`src/hdl/assert_macros.svh`:
```
// Assertion macros used by the top-level module of the LFO block.
`ifndef ASSERT_MACROS_SVH
`define ASSERT_MACROS_SVH

`ifndef ASSERT_OFF
// Property must hold at every rising edge outside reset.
`define ASSERT_CLK(name, clock, reset, prop, msg) \
  name: assert property (@(posedge clock) disable iff (reset) prop) else $error(msg);
// Condition must never be seen at a rising edge outside reset.
`define ASSERT_NEVER(name, clock, reset, cond, msg) \
  name: assert property (@(posedge clock) disable iff (reset) !(cond)) else $error(msg);
`else
`define ASSERT_CLK(name, clock, reset, prop, msg)
`define ASSERT_NEVER(name, clock, reset, cond, msg)
`endif

`endif

```
`src/hdl/tlfo_pkg.sv`:
```
// Types and constants shared by the triangle LFO modules.
package tlfo_pkg;

  localparam int AVG_SHIFT    = 5;
  localparam int NUM_CHANNELS = 8;

  localparam int CHAN_W   = 3;
  localparam int SAMPLE_W = 10;
  localparam int AVG_W    = 10;
  localparam int SUM_W    = 16;
  localparam int POS_W    = 16;
  localparam int LEFT_W   = AVG_SHIFT + 1;
  localparam int CNT_W    = 16;

  localparam logic [LEFT_W-1:0] BLOCK_SIZE = LEFT_W'(1 << AVG_SHIFT);
  localparam logic [CHAN_W:0]   CHAN_COUNT = (CHAN_W + 1)'(NUM_CHANNELS);

  localparam logic [POS_W-1:0] POS_LIMIT   = 16'd1023;
  localparam logic [POS_W-1:0] MIN_PERIOD  = 16'd4;
  localparam logic [POS_W-1:0] POS_RESET   = 16'd15;
  localparam logic [AVG_W-1:0] DEPTH_RESET = 10'd100;
  localparam logic [AVG_W-1:0] RATE_RESET  = 10'd100;

  // Item kinds.
  localparam logic CMD_SAMPLE = 1'b0;
  localparam logic CMD_TICK   = 1'b1;

  // Converter channels with a fixed role, and the idle channel code.
  localparam logic [CHAN_W-1:0] CH_BASE      = 3'd0;
  localparam logic [CHAN_W-1:0] CH_RATE      = 3'd3;
  localparam logic [CHAN_W-1:0] CH_DEPTH     = 3'd4;
  localparam logic [CHAN_W-1:0] NEXT_CH_IDLE = 3'd0;

  typedef struct packed {
    logic              cmd;
    logic [CHAN_W-1:0] channel;
    logic [SAMPLE_W-1:0] sample;
  } item_t;

  typedef struct packed {
    logic [15:0]       period;
    logic [14:0]       compare_value;
    logic              period_changed;
    logic [CHAN_W-1:0] next_channel;
  } result_t;

  // Averages of the control channels as they stand after the current item.
  typedef struct packed {
    logic [AVG_W-1:0] base;
    logic [AVG_W-1:0] rate;
    logic [AVG_W-1:0] depth;
  } avg_taps_t;

endpackage

```
`src/hdl/tlfo_avg.sv`:
```
// Per-channel sample accumulators and block averages.
module tlfo_avg
  import tlfo_pkg::*;
(
  input  logic      clk,
  input  logic      rst,
  input  logic      en,
  input  item_t     item,
  output avg_taps_t taps
);

  logic [SUM_W-1:0]  sums [NUM_CHANNELS];
  logic [LEFT_W-1:0] left [NUM_CHANNELS];
  logic [AVG_W-1:0]  avgs [NUM_CHANNELS];

  logic [CHAN_W-1:0] ch;
  logic              accum;
  logic [SUM_W-1:0]  sum_next;
  logic [LEFT_W-1:0] left_next;
  logic              done;
  logic [AVG_W-1:0]  avg_new;
  logic              fresh;

  always_comb begin
    ch        = item.channel;
    accum     = (item.cmd == CMD_SAMPLE) && ({1'b0, ch} < CHAN_COUNT);
    sum_next  = sums[ch] + SUM_W'(item.sample);
    left_next = left[ch] - LEFT_W'(1);
    done      = (left_next == '0);
    avg_new   = AVG_W'(sum_next >> AVG_SHIFT);
    fresh     = accum && done;
  end

  // The new average of this transaction is forwarded so that depth, rate and
  // base follow it straight away.
  always_comb begin
    taps.base  = (fresh && ch == CH_BASE)  ? avg_new : avgs[CH_BASE];
    taps.rate  = (fresh && ch == CH_RATE)  ? avg_new : avgs[CH_RATE];
    taps.depth = (fresh && ch == CH_DEPTH) ? avg_new : avgs[CH_DEPTH];
  end

  always_ff @(posedge clk) begin
    if (rst) begin
      for (int i = 0; i < NUM_CHANNELS; i++) begin
        sums[i] <= '0;
        left[i] <= BLOCK_SIZE;
        avgs[i] <= '0;
      end
    end else if (en && accum) begin
      if (done) begin
        avgs[ch] <= avg_new;
        sums[ch] <= '0;
        left[ch] <= BLOCK_SIZE;
      end else begin
        sums[ch] <= sum_next;
        left[ch] <= left_next;
      end
    end
  end

endmodule

```
`src/hdl/tlfo_sweep.sv`:
```
// Sweep state: depth, rate, base, tick counter and triangle position.
module tlfo_sweep
  import tlfo_pkg::*;
(
  input  logic             clk,
  input  logic             rst,
  input  logic             en,
  input  item_t            item,
  input  avg_taps_t        taps,
  output logic [POS_W-1:0] pos_next,
  output logic             changed
);

  logic [AVG_W-1:0] depth;
  logic [AVG_W-1:0] rate;
  logic [AVG_W-1:0] base;
  logic [POS_W-1:0] position;
  logic             rising;
  logic [CNT_W-1:0] tick_count;

  logic [AVG_W-1:0] depth_next;
  logic [AVG_W-1:0] rate_next;
  logic [AVG_W-1:0] base_next;
  logic             rising_next;
  logic [CNT_W-1:0] tick_count_next;

  logic [POS_W-1:0] base_wide;
  logic [POS_W-1:0] offset;
  logic [POS_W-1:0] rebased;
  logic [AVG_W:0]   top_sum;
  logic [AVG_W-1:0] top_clamped;
  logic [POS_W-1:0] top;
  logic [CNT_W-1:0] tick_inc;
  logic [CNT_W-1:0] threshold;
  logic             step;
  logic [POS_W-1:0] pos_up;
  logic [POS_W-1:0] pos_down;

  always_comb begin
    base_wide = POS_W'(base);
    offset    = position - base_wide;
    rebased   = POS_W'(taps.base) + offset;

    // Upper turning point, clamped to the position limit and kept above zero.
    top_sum     = {1'b0, base} + {1'b0, depth};
    top_clamped = (top_sum > (AVG_W + 1)'(POS_LIMIT)) ? AVG_W'(POS_LIMIT)
                                                        : top_sum[AVG_W-1:0];
    if (top_clamped == '0) begin
      top_clamped = AVG_W'(1);
    end
    top = POS_W'(top_clamped);

    tick_inc  = tick_count + CNT_W'(1);
    threshold = CNT_W'(POS_LIMIT - POS_W'(rate));
    step      = (rate != '0) && (tick_inc >= threshold);
    pos_up    = position + POS_W'(1);
    pos_down  = position - POS_W'(1);
  end

  always_comb begin
    depth_next      = depth;
    rate_next       = rate;
    base_next       = base;
    pos_next        = position;
    rising_next     = rising;
    tick_count_next = tick_count;
    if (en) begin
      unique case (item.cmd)
        CMD_SAMPLE: begin
          depth_next = taps.depth;
          rate_next  = taps.rate;
          if (taps.base != base) begin
            base_next = taps.base;
            pos_next  = (rebased > POS_LIMIT) ? POS_LIMIT : rebased;
          end
        end
        CMD_TICK: begin
          tick_count_next = tick_inc;
          if (step) begin
            tick_count_next = '0;
            if (rising) begin
              if (pos_up >= top) begin
                pos_next    = top;
                rising_next = 1'b0;
              end else begin
                pos_next = pos_up;
              end
            end else begin
              pos_next = pos_down;
              if (pos_down == '0 || pos_down <= base_wide) begin
                rising_next = 1'b1;
              end
            end
          end
        end
        default: ;
      endcase
    end
    changed = (pos_next != position);
  end

  always_ff @(posedge clk) begin
    if (rst) begin
      depth      <= DEPTH_RESET;
      rate       <= RATE_RESET;
      base       <= '0;
      position   <= POS_RESET;
      rising     <= 1'b1;
      tick_count <= '0;
    end else begin
      depth      <= depth_next;
      rate       <= rate_next;
      base       <= base_next;
      position   <= pos_next;
      rising     <= rising_next;
      tick_count <= tick_count_next;
    end
  end

endmodule

```
`src/hdl/triangle_lfo_with_pot_averaging_unit.sv`:
```
// Flanger modulation generator: pot averaging and triangle LFO, top level.
//
// Input channel (item_valid / item_stall / item): each transaction is either
// a converter sample (cmd low) for the given channel, or a timer tick.
// Output channel (result_valid / result_stall / result): exactly one result
// per input transaction, in order, carrying the clock period, its half for
// the square-wave compare, a flag for a position change, and the converter
// channel to select next.
// An item passes through an input register and then a result register, and
// all state is updated as it moves between them. One item is taken every
// cycle while the output is not stalled. When the receiver stalls, the
// result register holds, the input register fills and item_stall rises
// until the result is taken. Synchronous reset empties both registers,
// clears the accumulators and averages, restores depth and rate to 100,
// position to 15 and the triangle direction to rising, and clears the
// base and the tick counter.
`include "assert_macros.svh"

module triangle_lfo_with_pot_averaging_unit
  import tlfo_pkg::*;
(
  input  logic    clk,
  input  logic    rst,
  input  logic    item_valid,
  output logic    item_stall,
  input  item_t   item,
  output logic    result_valid,
  input  logic    result_stall,
  output result_t result
);

  logic      ireg_valid;
  item_t     ireg;
  logic      fire;
  logic      accept;
  avg_taps_t taps;
  logic [POS_W-1:0] pos_next;
  logic      changed;
  logic [POS_W-1:0] period;
  logic [CHAN_W-1:0] next_channel;
  result_t   result_next;

  // A held item moves on whenever the result register is free or emptying.
  assign fire       = ireg_valid && (!result_valid || !result_stall);
  assign item_stall = ireg_valid && !fire;
  assign accept     = item_valid && !item_stall;

  tlfo_avg u_avg (
    .clk  (clk),
    .rst  (rst),
    .en   (fire),
    .item (ireg),
    .taps (taps)
  );

  tlfo_sweep u_sweep (
    .clk      (clk),
    .rst      (rst),
    .en       (fire),
    .item     (ireg),
    .taps     (taps),
    .pos_next (pos_next),
    .changed  (changed)
  );

  always_comb begin
    period = (pos_next < MIN_PERIOD) ? MIN_PERIOD : pos_next;
    if (ireg.cmd == CMD_TICK) begin
      next_channel = NEXT_CH_IDLE;
    end else begin
      unique case (ireg.channel)
        CH_BASE:  next_channel = CH_RATE;
        CH_RATE:  next_channel = CH_DEPTH;
        CH_DEPTH: next_channel = CH_BASE;
        default:  next_channel = ireg.channel;
      endcase
    end
    result_next.period         = period;
    result_next.compare_value  = period[15:1];
    result_next.period_changed = changed;
    result_next.next_channel   = next_channel;
  end

  always_ff @(posedge clk) begin
    if (rst) begin
      ireg_valid   <= 1'b0;
      result_valid <= 1'b0;
    end else begin
      if (accept) begin
        ireg_valid <= 1'b1;
      end else if (fire) begin
        ireg_valid <= 1'b0;
      end
      if (fire) begin
        result_valid <= 1'b1;
      end else if (!result_stall) begin
        result_valid <= 1'b0;
      end
    end
  end

  always_ff @(posedge clk) begin
    if (accept) begin
      ireg <= item;
    end
    if (fire) begin
      result <= result_next;
    end
  end

  `ASSERT_CLK(a_fire_fills_result, clk, rst, fire |=> result_valid, "moved item lost")
  `ASSERT_NEVER(a_stall_without_item, clk, rst, item_stall && !ireg_valid, "stall with empty input register")
  `ASSERT_CLK(a_period_floor, clk, rst, result_valid |-> (result.period >= MIN_PERIOD), "period below minimum")
  `ASSERT_CLK(a_compare_half, clk, rst, result_valid |-> (result.compare_value == result.period[15:1]), "compare value not half the period")

endmodule

```
`config.mk`:
```
export PLATFORM = sky130hd
export DESIGN_NAME = triangle_lfo_with_pot_averaging_unit
export DESIGN_NICKNAME = d
export VERILOG_FILES = /design/src/hdl/tlfo_pkg.sv /design/src/hdl/tlfo_avg.sv /design/src/hdl/tlfo_sweep.sv /design/src/hdl/triangle_lfo_with_pot_averaging_unit.sv
export VERILOG_INCLUDE_DIRS = /design/src /design/src/hdl
export SDC_FILE = /design/constraint.sdc
export NUM_CORES = 1
export LEC_CHECK = 0
export ABC_AREA = 1
export BUFFER_PORTS_ARGS = -buffer_cell sky130_fd_sc_hd__buf_2
export CAP_MARGIN = 40
export CORE_MARGIN = 2
export CORE_UTILIZATION = 45
export DETAILED_ROUTE_END_ITERATION = 8
export SLEW_MARGIN = 20
export SYNTH_ARGS = -nofsm -noshare
export SYNTH_HDL_FRONTEND = slang
export SYNTH_SLANG_ARGS = --single-unit
```
`constraint.sdc`:
```
create_clock -name clk -period 9.31 [get_ports clk]
set_input_delay 1.3965 -clock clk [delete_from_list [all_inputs] [get_ports clk]]
set_output_delay 1.3965 -clock clk [all_outputs]
set_load 0.02 [all_outputs]
```
==> results summary, run 1 <==
The slowest stage of the critical path belongs to the cell fa_1. The data arrival time of the critical path is roughly 7.9 ns. Of the total synthesized cell area, the portion taken by AND, OR, NAND and NOR gates is 0.244.

Static timing analysis puts the maximum clock frequency at 132 MHz. The portion of synthesized area spent on multiplexers is 0.000572. The library cells used most frequently in the layout, excluding fill and tap cells, are nand2_1, nor2_1, edfxtp_1, inv_1, o21ai_0. Timing analysis after detailed placement gives a worst setup slack of 1.88 ns. Of all cell types, the one taking the most synthesized area is edfxtp_1.

The count of maximum capacitance violations is 0. The sequential fraction of design power came out at 0.432. The worst-case setup margin in the final layout came out at about 1.7 ns. The clock tree from TritonCTS is yes. After synthesis, the cell types taking the most area are edfxtp_1, nand2_1, nor2_1.

The per-instance average area after synthesis came out at between 8 and 9 sq um. The cell count after placement is ~2600. The remaining global-route overflow came out at 0. The async set-reset flop share out of synthesis came out at 0.

The combinational family with the most area after synthesis is simple AND/OR/NAND/NOR gates. The register bit count reported by yosys is 300. The register cell area after layout came out at between 0.008 and 0.009 sq mm. The post-synthesis compound-gate area fraction came out at 0.101. Along the worst path, the maximum fanout reaches between 60 and 70.

The via count is between 10000 and 15000. At the pin with the least slew margin, the transition time is about 0.83 ns. Subtracting the final worst setup slack from the clock period gives 7.57 ns. The fraction of synthesized cell area taken by the top area cell type is 0.398. At the later pin of the worst-skew pair, clock insertion delay measures ~0.57 ns. The prevailing post-synth register cell is edfxtp_1. The run finished with clean final reports. After detailed routing, the number of vias per cell comes to approximately 5.4.

The y dimension of the die came out at roughly 200 um. The clock transition at the registers of the reported paths is ~0.06 ns. The count of boundary I/O pins came out at 55. The hold violation total from the final report is 0.

The static leakage came out at around 0.008 uW. Setup repair after global routing left no endpoint under its margin. The count of final max-slew check failures is 0. The count of unresolved DRC violations after routing came out at 0. The area of the mapped netlist came out at between 0.015 and 0.02 sq mm. The synthesized-area fraction occupied by adder cells came out at 0.0774. The ratio of cells with drive above 1 in the final layout is 0.0844. The violation count after the first detailed-route iteration is ~1400. The largest voltage drop on the vdd net is roughly 120 uV. For this run, the number of Yosys warnings is 0. The fraction of synthesized cell area in xor and xnor cells is 0.0290. The starting density of the core came out at 0.454. The proportion of total power due to net switching came out at 0.292. The total clock buffers created by CTS came out at 36. Counting stages on the worst path, the most repeated cell is nand2_1. The number of diodes added for antenna fixing is 0.

The routed wire length came out at roughly 48000 um. In this run the worst hold path is classified as reg2reg. The width of the die is around 200 um.

The post-route cell area is between 0.015 and 0.02 sq mm. The number of global-route vias before repair came out at 13600. Gates resized during post-CTS repair numbered 0. The combinational fraction of design power came out at 0.166. The footprint of the multi-input gates came out at a little under 0.008 sq mm. The proportion of power drawn by the clock network is 0.402. The area added between synthesis and finish came out at 11.2%. The total power divided by cell area is 181 mW/mm^2.

The number of enable-type register cells in the synthesized netlist came out at ~230. The count of fill cells added during filler insertion is ~3800. The number of cell rows came out at 72. Once layout is complete, the utilization of the core stands at 0.505. After clock tree synthesis, the setup repair step added 0 buffers. The detailed-routing iteration count for the pre-antenna-repair pass came out at 6. The mean routed wirelength per cell came out at around 18 um.

The remaining antenna violation count after routing is 0. The accumulated negative setup slack came out at 0 ns. The standard cell area after detailed placement is about 0.018 sq mm.

The TritonCTS sink count is 300. Dividing the final minimum period by the clock period gives 0.813. Entering global routing, the biggest net connects between 60 and 70 pins. The count of H-tree levels built during CTS is 2. The commonest non-fill, non-tap cell in the layout is nand2_1. The switching power came out at ~1000 uW. At the end of routability-driven placement, the weighted congestion stood at about 0.95. In the global route stage, overall resource usage came out at 0.238.

Setup violations remaining at the end of the flow were counted as 0. After floorplanning, the core was sized to cover 0.0386 sq mm. The wire length of the first global-routing pass came out at between 70000 and 80000 um. The sequential share of the synthesized area came out at 0.476. The element type at the critical path end is a register. The count of hold buffers inserted by post-cts repair came out at 0. The root buffer cell chosen for the clock tree is clkbuf_16. The count of placed standard cells in the final layout, fillers left out is around 2700. The design internal power is about 2500 uW. Clock skew on the completed layout was measured at between 0.03 and 0.04 ns. The deepest clock path buffer count is 3.

The critical path is of the reg2reg type. The worst stage delay on the critical path is ~0.50 ns. At the worst endpoint, the required time is ~9.6 ns.

The count of port buffers added during placement is 54. The synthesized netlist cell count came out at 2119. STA classifies the critical path startpoint as a register.

The net total in the final layout is around 2300. The number of nets handed over by synthesis was approximately 2200. The initial antenna violation count is 0.

The worst relative slew slack came out at 0.447. The HPWL after detailed placement is around 33000 um. The total die area came out at 0.0405 sq mm. The synthesized netlist contains 50 unique library cells.
## power groups by stage
stage / Combinational, uW / Clock, uW / Sequential [uW]
after floorplan: 412 / 0 / 1540
after global placement: 571 / 0 / 1550
after detailed placement: 579 / 0 / 1550
after CTS: 582 / 1440 / 1520
after global routing: 656 / 1490 / 1520
final: 584 / 1410 / 1520
## per-layer routing
layer	share of wire	track usage
met2	0.44	0.365
met5	0	0
met4	0.030	0.0741
met3	0.072	0.0432
met1	0.46	0.341
## state kept, by name, indices dropped and copies added, names as in the netlist, 10 cells and up, named ones only
signal / cells
u_avg.sums: 120
u_avg.left: 48
u_avg.avgs: 30
result: 20
u_sweep.position: 16
u_sweep.tick_count: 16
ireg: 14
u_sweep.base: 10
u_sweep.depth: 10
u_sweep.rate: 10
## cells by family (layout without fill, tap and decap cells)
logic type	after synthesis	count (layout)
adders and majority gates	101	101
buffers and inverters	307	357
muxes	1	1
xor gates and xnor gates	58	58
AOI/OAI and AO/OA	315	315
DFF	300	300
and+or+nand+nor	1037	1037
## worst max-delay path: cells and delay by family (launching register included)
kind / cells / cell delay (ns)
buffers and inverters: 4 / 0.66
and+or+nand+nor: 23 / 2.38
adders and majority gates: 4 / 1.55
DFF: 1 / 0.32
AOI/OAI and AO/OA: 12 / 2.41
## synthesized netlist by cell type, types with 4 or more instances
cell type and number:
fa_1 12, edfxtp_1 232, nand2_2 4, a21oi_1 106, nand2_1 429, nand3b_1 6, buf_4 21, or2_2 7
buf_2 15, inv_2 6, nor2_1 425, o21ai_0 118, o22ai_1 17, o221ai_1 6, clkbuf_1 65, o21ai_1 6
xnor2_1 8, buf_1 4, a31oi_1 13, inv_1 194, dfxtp_1 68, nand3_1 104, o21bai_1 6, a211oi_1 11
nor3_2 4, nand3_2 5, nand4_1 25, xor2_1 50, a21o_1 4, o211ai_1 13, nor3_1 16, ha_1 89
## path summary, 6_finish.rpt
path / startpoint / end / slack, ns / cells after the start
worst min-delay path: ireg_valid / result_valid / 0.47 / 2
worst min register to register: ireg_valid / result_valid / 0.47 / 2
worst max register to register: register / result[3] / 1.74 / 43
worst max-delay path: register / result[3] / 1.74 / 43
## area by class of cell
cell class,instances,share of cell area
sequential,300,0.428
multi-input combinational,1512,0.407
inverter,201,0.0388
clock buffer,42,0.0485
timing repair buffer,90,0.0319
clock inverter,24,0.0126
tap,518,0.0333
## through the flow
stage / hold WS, ns / power (uW)
final: 0.472 / 3520
after global placement: 0.458 / 2120
after global routing: 0.492 / 3670
after floorplan: 0.445 / 1950
after CTS: 0.474 / 3540
after detailed placement: 0.466 / 2130
Power figures use the tool's default switching activity.
==> run 2: changes to the inputs <==
==> constraint.sdc (replaced) <==
create_clock -name clk -period 7.05 [get_ports clk]
set_input_delay 1.0575 -clock clk [delete_from_list [all_inputs] [get_ports clk]]
set_output_delay 1.0575 -clock clk [all_outputs]
set_load 0.02 [all_outputs]
==> run 2 against run 1 <==
Against the previous run: hold slack improved by 0.0043 ns; die area is the same; via count increased by 0.80%; sequential power is 32% higher; flip-flop and latch count is the same; clock-buffer cell count rose by 8; first-iteration DRC count decreased by 2.3%; global-route usage is 0.49 points higher; critical path depth decreased by 3; total power rose by 37%; combinational power grew 42%; clock skew is 0.0084 ns lower; critical path type unchanged; critical endpoint unchanged; largest cell class unchanged; largest power group unchanged; highest routed layer unchanged.
==> results summary, run 2 (synthesis gave the netlist of run 1 again) <==
The run finished with clean final reports. The met2 routing resource usage after global routing is 0.369. The width of the die came out at just over 200 um.

After filler insertion, the fill cell instance count of the layout stands at between 3000 and 4000. The slowest library cell on the worst path is fa_1. The completed layout was analyzed and its total power is 4820 uW. The H-tree was split into 2 levels.

Counting stages on the worst path, the most repeated cell is nand2_1. The TritonCTS sink count is 300. The routed wire length is a little under 50000 um. At the pin with the least slew margin, the transition time is about 0.7 ns. In the final layout, the registers with the most flip-flops are u_avg.sums x120, u_avg.left x48, u_avg.avgs x30. The placer congestion estimate is 0.923. The worst hold path belongs to the class reg2reg. Clock tree synthesis selected as its root buffer the cell clkbuf_16. STA classifies the critical path startpoint as a register. In this run the core area contains 72 standard-cell rows.

The maximum frequency from static timing analysis came out at roughly 150 MHz. The mean routed wirelength per cell came out at between 15 and 20 um. The total power divided by cell area is roughly 240 mW/mm^2. The cell count after placement came out at between 2000 and 3000. The clock tree from TritonCTS is yes. The number of diodes added for antenna fixing is 0. The number of flip-flops under the largest register name came out at between 100 and 150. The floorplan step defined a die boundary enclosing ~0.040 sq mm. The worst stage delay on the critical path is between 0.4 and 0.5 ns. The largest net degree at the start of global routing is 48.

During placement, the flow inserted port buffers numbering 54. The via count is 14500. The clock insertion delay at the later pin of the skew report came out at around 0.57 ns. In the layout the commonest cells are nand2_1, nor2_1, edfxtp_1, inv_1, o21ai_0. The critical path is of the reg2reg type. The number of global-route vias before repair is 13900. VDD sags by at most around 150 uV. Of the cells placed in the final design, the portion with a size suffix greater than 1 is 0.0968. The core utilization of the finished layout came out at 0.514. The hold violation total from the final report came to 0. The largest register by flop count is u_avg.sums.

The required time of the critical path is ~7.4 ns. From synthesis to final layout, the design area changed by 13.2%. The worst clock skew is around 0.029 ns. The post-route cell area came out at 0.0198 sq mm. The count of boundary I/O pins came out at 55. After legalization and detailed placement, the total HPWL measured approximately 35000 um.

The via count normalized by instance count is around 5.4. The total clock buffers created by CTS is 36. The count of endpoints failing setup in the final report is 0. The detail route stage leaves a number of antenna-violating nets equal to 0. The count of unresolved DRC violations after routing came out at 0. Summed over all layers, the global routing overflow is 0. The worst relative slew slack came out at 0.528.

The initial utilization of the core area, before any placement, comes to 0.454. After the first detailed-routing iteration, the DRC count stood at 1361. The wire length of the first global-routing pass is 76900 um. The clock transition at the registers of the reported paths came out at 0.06 ns. The ratio of final minimum period to clock period came out at 0.933. The static leakage came out at ~0.0083 uW. The initial antenna violation count was 0. The clock period could shrink to roughly 6.6 ns. The met3 global-route usage came out at 0.0420. The net total in the final layout came out at roughly 2300. The count of final max-slew check failures came out at 0. The met1 global-route usage came out at 0.351. The y dimension of the die came out at between 200 and 250 um. The library cell used most frequently in the layout, excluding fill and tap cells, is nand2_1.

The worst-case setup margin in the final layout came out at ~0.47 ns. The data arrival time of the critical path is 6.88 ns. The overall fraction of global-route tracks in use came out at 0.242. The element type at the critical path end is a register. The register-to-register path setup slack is about 0.47 ns. The first TritonRoute pass finished after 7 iterations. The largest driver fanout on the critical path is 13. The count of maximum capacitance violations is 0. The floorplan step defined a core boundary enclosing roughly 0.039 sq mm. The post-placement setup slack came out at 0.0454 ns. The layer with the highest usage after global routing is met2. The count of placed standard cells in the final layout, fillers left out is 2709.

The deepest clock path buffer count is 3. The standard cell area after detailed placement came out at between 0.015 and 0.02 sq mm.
==> run 2: per-stage QoR <==
stage	TNS (ns)	hold WS, ns
global route	-0.0380	0.522
CTS	0	0.479
finish	0	0.477
global placement	0	0.461
detailed placement	0	0.470
floorplan	0	0.445
==> run 2: critical path, delay by kind of cell, from the launching register on <==
family / cells / cell delay (ns)
fa+ha+maj: 4 / 1.46
compound gates: 11 / 1.72
flops: 1 / 0.41
simple gates: 20 / 1.93
buf+inv: 3 / 0.38
xor+xnor: 2 / 0.41
==> run 2: area by class of cell <==
| type | instances | area, sq um | area share |
|---|---|---|---|
| inverters | 201 | 754 | 0.0381 |
| well taps | 518 | 648 | 0.0327 |
| multi-input cells | 1512 | 7980 | 0.403 |
| clock inverters | 16 | 264 | 0.0133 |
| repair buffers | 112 | 840 | 0.0424 |
| flip-flops and latches | 300 | 8330 | 0.421 |
| clock buffers | 50 | 985 | 0.0497 |
==> run 2: timing repair <==
action                                  4_1_cts  5_1_grt
hold buffers                                  0        0
pin swaps                                     0        3
buffers inserted                              0        3
endpoints found under the hold margin         0        0
endpoints found under the setup margin        2       15
gates cloned                                  0        0
gates resized for setup                       1       23
==> run 2: report_power, final <==
| part | total (uW) | internal, uW | switching [uW] |
|---|---|---|---|
| sequential | 2010 | 1970 | 41.3 |
| clock | 1980 | 1210 | 773 |
| combinational | 831 | 265 | 566 |
==> run 2: path summary, 6_finish.rpt <==
path / from / end / cells past startpoint
worst max-delay path: register / result[3] / 40
worst min-delay path: ireg_valid / result_valid / 2
worst max register to register: register / result[3] / 40
worst min register to register: ireg_valid / result_valid / 2
==> run 2: metal layers <==
metal	up-vias	routed length [um]
met5	-	0
met4	0	1180
met3	77	3980
met2	533	21300
met1	6797	22400
li1	7108	-
==> run 3: changes to the inputs <==
--- a/config.mk
+++ b/config.mk
@@ -10,7 +10,7 @@
 export BUFFER_PORTS_ARGS = -buffer_cell sky130_fd_sc_hd__buf_2
 export CAP_MARGIN = 40
 export CORE_MARGIN = 2
-export CORE_UTILIZATION = 45
+export CORE_UTILIZATION = 30
 export DETAILED_ROUTE_END_ITERATION = 8
 export SLEW_MARGIN = 20
 export SYNTH_ARGS = -nofsm -noshare
==> run 3 against run 2 <==
Against the previous run: clock power down 9%; register-to-register slack improved by 0.06 ns; die area rose by 49%; final cell count up 8.8%; clock skew increased by 0.0035 ns; critical path type unchanged; critical endpoint is now result[19]; largest cell class unchanged.
==> results summary, run 3 (synthesis gave the netlist of run 1 again) <==
The number of buffers and inverters on the critical path is 5. VDD sags by at most roughly 140 uV. The minimum period implied by the final worst setup slack is between 6 and 7 ns. The post-CTS repair timing setup buffer count came out at 0. The area of the core is between 0.05 and 0.06 sq mm.

The worst hold path belongs to the class reg2reg. The count of H-tree levels built during CTS is 2. Between clock sinks in the finished design, the worst skew comes to ~0.032 ns.

Entering global routing, the biggest net connects 72 pins. For this design the static power due to leakage is a little over 0.008 uW. The accumulated negative setup slack is 0 ns. The required time of the critical path is about 7.3 ns. For this design, the slowest cell found on the critical path is dfxtp_4. From bottom edge to top edge, the die measures ~250 um. The total power divided by cell area came out at 233 mW/mm^2. The run finished with clean final reports. The count of maximum capacitance violations is 0. The design internal power came out at 3290 uW. In the layout the commonest cells are nand2_1, nor2_1, edfxtp_1, inv_1, o21ai_0. Of the available clock period, the critical path in the final layout requires 0.924.

0 antenna diodes ended up in the layout. At the end of the flow the core is filled with cells to 0.346. The most frequent cell on the critical path is nand2_1. The count of hold buffers inserted by post-cts repair came out at 0. More flip-flops sit in one register than any other, and that register is u_avg.sums. The HPWL after detailed placement is 34300 um. The data arrival time of the critical path is between 6 and 7 ns. The worst setup path is launched from a register. The share of total power dissipated in the clock network is 0.390. Setup repair after global routing left no endpoint under its margin. The mean routed wirelength per cell is 17.0 um. In this run the critical register-to-register path is captured at result[19]. The number of global-route vias before repair came out at approximately 14000. The remaining global-route overflow is 0. The worst stage delay on the critical path came out at 0.42 ns. The remaining antenna violation count after routing came out at 0. The number of cell rows is 88.

The worst relative slew slack is 0.578. The maximum frequency from static timing analysis came out at between 150 and 200 MHz. The cell family contributing the most delay on the critical path is simple AND/OR/NAND/NOR gates. The setup check on the worst reg-to-reg path leaves a slack of 0.53 ns.

The placer congestion estimate came out at a little over 0.9. From synthesis to final layout, the design area changed by 14.0%. The via count came out at ~15000.

Buffers inserted during clock tree synthesis total 35. The largest registers in the layout are u_avg.sums x120, u_avg.left x48, u_avg.avgs x30. The power after layout came out at about 4600 uW.

The wire length of the first global-routing pass came out at just under 80000 um. After clock tree synthesis, the clock-pin slew on the worst setup and hold paths is around 0.070 ns. Counting buffers and inverters, the worst setup path is 36 cells deep. The register with the most flip-flops in the layout has 120 of them. The detailed-routing iteration count for the pre-antenna-repair pass is 5. The count of boundary I/O pins is 55.

The cell sitting at the root of the clock tree is a clkbuf_16. The critical path in this run is classified as reg2reg. The number of cell instances on the worst register-to-register path came out at 36. The deepest clock path buffer count is 3.

The TritonCTS sink count is 300. STA classifies the critical path endpoint as a register. After layout, the worst setup slack is 0.533 ns. The sequential fraction of design power came out at 0.433.

The hold violation total from the final report is 0. The proportion of total power due to net switching came out at 0.292. In the final layout, the share of cells above drive strength 1 is 0.0957. The worst setup path endpoint is result[19]. The combinational fraction of design power is 0.177. TritonCTS built the clock tree. Across every metal layer, demand over resource in global routing totals 0.163. The count of port buffers added during placement is 54. The routed wire length came out at approximately 50000 um.

The switching power is 1350 uW. The die is between 200 and 250 um wide. The count of final max-slew check failures came out at 0. The post-placement setup slack is -0.159 ns.

The starting density of the core is 0.303. For this run, design rule violations remaining after detail routing come to 0. For this block, the initial DRC count from the detailed router was roughly 1400. The via count normalized by instance count came out at between 4 and 5. The library cell used most frequently in the layout, excluding fill and tap cells, is nand2_1. The actual slew at the worst max-slew pin came out at 0.633 ns. The total die area is about 0.060 sq mm.

The clock insertion delay at the later pin of the skew report came out at 0.55 ns. The initial antenna violation count is 0. At the end of the flow, the number of nets in the layout was 2276. The largest driver fanout on the critical path is 50. The count of endpoints failing setup in the final report is 0.
-- run 3: cell types whose count changed in the layout (fill, tap and decap cells not counted), moves of 2 or more --
| cell | delta |
|---|---|
| clkinv_1 | -3 |
| buf_8 | +3 |
| a21oi_1 | -2 |
| buf_16 | -3 |
| clkinv_2 | +2 |
| buf_4 | -8 |
| o21ai_0 | -3 |
| bufinv_16 | -3 |
| o21ai_1 | +3 |
| clkinvlp_4 | +2 |
-- run 3: per-layer routing --
layer | track usage | part of all wire
met5 | 0 | 0
met4 | 0.0563 | 0.031
met3 | 0.0213 | 0.061
met2 | 0.261 | 0.45
met1 | 0.227 | 0.46
-- run 3: how the worst min path moves through the flow --
| stage | start | endpoint | slack [ns] | cells past startpoint |
|---|---|---|---|---|
| final | ireg_valid | result_valid | 0.48 | 2 |
| after global routing | ireg_valid | result_valid | 0.50 | 2 |
| after CTS | ireg_valid | result_valid | 0.49 | 2 |
| after global placement | ireg_valid | result_valid | 0.46 | 2 |
| after detailed placement | ireg_valid | result_valid | 0.48 | 2 |
| after floorplan | u_sweep.depth[2] | u_sweep.depth[2] | 0.44 | 2 |
-- run 3: timing repair --
action                                 4_1_cts  5_1_grt
pin swaps                                    0        1
gates cloned                                 0        2
resized for setup                            3       28
setup endpoints to repair                    4       19
endpoints found under the hold margin        0        0
-- run 3: stage by stage --
stage | hold WS (ns) | instances | cell area, sq um
floorplan | 0.445 | 2119 | 17500
global placement | 0.460 | 2874 | 18600
detailed placement | 0.476 | 2882 | 18700
CTS | 0.488 | 2945 | 19800
global route | 0.504 | 2948 | 19900
finish | 0.484 | 2948 | 19900
-- run 3: final cells by class --
type	count	area, sq um
Tap cell	765	957
Inverter	201	757
Multi-Input combinational cell	1513	7990
Timing Repair Buffer	106	772
Clock buffer	47	942
Fill cell	6009	37700
Sequential cell	300	8330
Clock inverter	16	191
-- run 3: tightest hold or removal path, delay by kind of cell, from the launching register on --
family                 cells  cell delay, ns
AO/OA/AOI/OAI              1            0.06
flip-flops                 1            0.31
buffers and inverters      1            0.06
-- run 3: power groups by stage --
stage | Clock (uW) | Sequential, uW | Combinational (uW)
CTS | 1840 | 2010 | 788
floorplan | 0 | 2030 | 544
detailed placement | 0 | 2050 | 784
global placement | 0 | 2050 | 774
global route | 1910 | 2020 | 912
finish | 1810 | 2010 | 822
